===== config.mk =====
export PLATFORM = sky130hd
export DESIGN_NAME = lpra_ram
export DESIGN_NICKNAME = d
export VERILOG_FILES = /design/src/lpra_ram.sv
export SDC_FILE = /design/constraint.sdc
export NUM_CORES = 1
export LEC_CHECK = 0
export BUFFER_PORTS_ARGS = -buffer_cell sky130_fd_sc_hd__buf_2
export CORE_MARGIN = 4
export CORE_UTILIZATION = 57
export DETAILED_ROUTE_END_ITERATION = 16
export GPL_ROUTABILITY_DRIVEN = 0
export PLACE_DENSITY = 0.75
export SYNTH_ARGS = -nofsm -noshare
export SYNTH_HDL_FRONTEND = slang
export SYNTH_SLANG_ARGS = --single-unit

===== constraint.sdc =====
create_clock -name clk -period 4.7 [get_ports clk]
set_input_delay 0.235 -clock clk [delete_from_list [all_inputs] [get_ports clk]]
set_output_delay 0.235 -clock clk [all_outputs]
set_load 0.1 [all_outputs]

===== src/lpra_ram.sv =====
// Generic simple dual-port RAM with registered read.
module lpra_ram #(
	parameter int WIDTH = 8,
	parameter int DEPTH = 16
) (
	input  logic                     clk,
	input  logic                     we,
	input  logic [$clog2(DEPTH)-1:0] waddr,
	input  logic [WIDTH-1:0]         wdata,
	input  logic [$clog2(DEPTH)-1:0] raddr,
	output logic [WIDTH-1:0]         rdata
);
	logic [WIDTH-1:0] mem_q [DEPTH];

	always_ff @(posedge clk) begin
		if (we) begin
			mem_q[waddr] <= wdata;
		end
		rdata <= mem_q[raddr];
	end
endmodule


# Yosys cells after proc, flatten, opt, wreduce, memory -nomap -nowiden
# Memories as Yosys holds them, arrays and structs flattened. A register that Yosys moved wholly into a read port is not among the register bits.
# Cells that the tools add are included.
# Widths: inputs -> output; s select.
dict set report totals {
  ff_bits 0
  mem_bits_rw 128
  in_bits 18
  word_cells 3
  n_memories 1
}
# name depth width read_ports rd_ports_with_merged_regs write_ports line_no
set mem_list {}
lappend mem_list {mem_q 16 8 1 1 1 13} ;# logic [WIDTH-1:0] mem_q [DEPTH];
dict set report classes {
  muxes 2
}
# operator count
set op_table {}
lappend op_table {{$mux 1} 2}

# Longest topological paths before layout
dict set report logic_depth {
  depth_word 2
  mapped_depth 5
  depth_no_buf 3
}

# Worst setup path after synthesis
# Ideal clock, no wire load.
dict set report synth_timing {
  kind {in2reg}
  startpoint {input port waddr[2]}
  endpoint {memory mem_q[0][0] (enable)}
  setup_time_ps 383
  arrival_ps 1345
  path_slack_ps 2972
  cell_stages 2
  path_cell_list {or3b_2 > nor3_1}
}
# item line_no
set synth_rtl {}
lappend synth_rtl {{from (decl)} 8} ;# input logic [$clog2(DEPTH)-1:0] waddr,
lappend synth_rtl {{to (decl)} 13}
# Straight into the memory's write port.

==> flow_summary.yaml <==
floorplanning:
  fp.dieH_um: 103
  rows: 34
  io-pin-count: 26
  die_w_um: 103
  start_util_pct: 58.7
  floorplan.die_area_um2: 10600
  core-area_um2: 8760
timing:
  rsz0062_at_grt: "no"
  final_critical_path_setup_slack_ps: 2960
  fin_hold_ws_ps: 101
  final.setup_skew_ps: 6.82
  finalWorstPathRequiredPeriod_ps: 1740
  final_report_hold_violation_count: 0
  max_freq_ghz: 0.574
  worst_slew_pin_slew_ps: 1200
  layout_worst_path_cycle_share_pct: 37.1
  finalMaxSlewViolations: 0
  slew_headroom_pct: 19.3
  totalNegativeSetupSlack_ps: 0
  final_setup_vio_count: 0
cts:
  maximum_buffer_depth_of_the_clock_tree: 2
  clk_pin_slew_ps: 60
  cts-hold-fix-buffers: 0
  worstSkewPairLatency_ps: 520
  htree_levels: 4
  post-cts-setup-buffers: 0
  cts_resized: 0
  cts_tree: "done"
  cts.sink_count: 136
  cts_buf_count: 17
  cts.root.buffer_cell: "clkbuf_8"
worst_setup_path:
  start_kind: "input port"
  worstRegToRegCells: 3
  required_ps: 5090
  rr_startpoint: "mem_q[1][5]"
  timing.critical_path.fanout_max: 32
  critical_path_class: "in -> reg"
  regToRegSetupSlack_ps: 3240
  critical_path.cell_chain: "buf_2 -> mux4_1 -> a22oi_1 -> nand2_1"
  critical_path.endpoint_type: "flop"
  critPathMaxStageDelay_ps: 770
  slowest_stage: "buf_2"
  r2r-end: "rdata[5]"
  critical_path_arrival_ps: 2140
drt:
  num_vias: 2354
  drt_wirelength_mm: 9.46
  detail_route.first_pass.iterations: 4
  vias_per_cell: 6.11
  drcViolationCount: 0
  dr.first_iter.drc_count: 225
  routedWlPerCell_um: 24.6
  route.antenna.remaining_nets: 0
global_routing:
  grt_pass1_wl_mm: 14.4
  total_global_routing_track_utilization_pct: 20.2
  maximum_number_of_pins_on_one_net_before_global_route_repair: 33
  grt_antenna_before_repair: 0
  via_count_of_the_first_global_routing_pass: 2471
  grt.overflow.total: 0
hold_path:
  hold_path_end: "mem_q[11][1]"
  hp-start: "wdata[1]"
  min-delay-path-class: "in -> reg"
  hold_path_depth: 1
cells_and_area:
  fin_nets: 282
  multi_input_gate_area_in_the_final_layout_um2: 1070
  fin_cells: 385
  area_growth_pct: 16.8
  final_layout_size_suffix_gt1_share_pct: 27.1
  finalCoreUtilization_pct: 68.6
  insertedDiodeCount: 0
  n_fill_cell: 518
  seq_area_um2: 4000
synth:
  synth_cells: 229
  synth-warning-count: 0
  syn-mean-instance-area_um2: 22.5
  synth.lib_cells_used.distinct: 19
  share_of_the_yosys_chip_area_belonging_to_registers_pct: 77.8
  post_synth_instance_area_um2: 5150
  ys_seq_elements: 136
  syn_nets: 247
place:
  place.port_buffers: 25
  worst_slack_placed_ps: 2430
  dp_hpwl_mm: 5.62
  numPlacedInstances: 353
run:
  timing.max_cap.violations: 0
power:
  power.density_cell_area_nw_per_um2: 505
  leakage_uw: 0.00202
  irDropWorstVdd_uv: 336
run_status:
  status: "finished, final reports clean"
==> worst max-delay path, delay by kind of cell <==
kind	cells	cell delay, ps
AND/OR/NAND/NOR	1	110
buffers and inverters	1	770
AO/OA/AOI/OAI	1	320
multiplexers	1	670
==> layer usage <==
| layer | vias up | wire [µm] | GRT usage, % |
|---|---|---|---|
| li1 | 1045 | - | - |
| met1 | 1181 | 3730 | 27.9 |
| met2 | 113 | 4630 | 29.9 |
| met3 | 15 | 952 | 7.10 |
| met4 | 0 | 146 | 7.67 |
| met5 | - | 0 | 0 |
==> metrics by stage <==
step	cell area, µm²	total power, µW
finish	6010	3030
global route	6010	3120
detailed placement	5340	1570
CTS	6010	3050
floorplan	5150	1510
global placement	5340	1560
==> cell families (layout without fill, tap and decap cells) <==
logic type,count (synthesis),in the layout,share of synthesized area [%]
buffers and inverters,10,58,1.68
AOI/OAI and AO/OA,16,16,2.33
DFF,136,136,77.8
and+or+nand+nor,35,35,3.18
muxes,32,32,15.0
==> worst max path at each step <==
stage                   from           to  slack [ps]  cells past startpoint
finish              raddr[0]     rdata[5]        2960                      4
global route        raddr[0]     rdata[5]        2860                      4
CTS                 waddr[2]  mem_q[0][3]        2970                      3
detailed placement  waddr[2]  mem_q[0][1]        2430                      3
global placement    waddr[2]  mem_q[0][4]        2450                      3
floorplan           waddr[2]  mem_q[0][0]        2970                      2
==> power by group <==
group | internal, µW | switching (µW)
registers | 1360 | 8.50
clock network | 1020 | 474
logic | 48.3 | 127
==> state kept, by name, summed over array words and instances, names as in the netlist <==
register	flops
rdata	8
mem_q	128
==> area by class of cell <==
class	instances	share of cell area, %
well taps	108	2.25
flip-flops and latches	136	66.6
clock buffers	19	7.01
multi-input cells	83	17.8
clock inverters	13	4.16
repair buffers	26	2.21
==> synthesized netlist by cell type <==
master / count / area share (%)
or3b_2: 1 / 0.17
clkdlybuf4s25_2: 3 / 0.58
nand2_1: 9 / 0.66
a22oi_1: 16 / 2.3
nor2_1: 13 / 0.95
mux4_2: 18 / 7.9
nor3_1: 4 / 0.39
nand3b_1: 2 / 0.29
buf_4: 1 / 0.15
and2b_1: 1 / 0.15
nor2b_1: 1 / 0.12
and2_1: 1 / 0.12
buf_6: 3 / 0.66
nand3_1: 1 / 0.097
edfxtp_1: 128 / 75
nand2b_1: 2 / 0.24
mux4_1: 14 / 7.1
dfxtp_1: 8 / 3.1
buf_2: 3 / 0.29
==> cells in the final DEF, fill, tap and decap left out, types with 2 or more instances in the layout <==
master,synthesis,layout
nor2_1,13,13
nand2b_1,2,2
clkbuf_1,0,2
edfxtp_1,128,128
clkinv_4,0,2
nand3b_1,2,2
nor3_1,4,2
clkbuf_16,0,16
mux4_2,18,18
nand2_1,9,9
clkinvlp_4,0,2
bufinv_16,0,7
nor3_2,0,2
clkinv_1,0,2
mux4_1,14,14
a22oi_1,16,16
dfxtp_1,8,8
buf_2,3,25
Note: power is estimated with default switching activity, not from simulation.
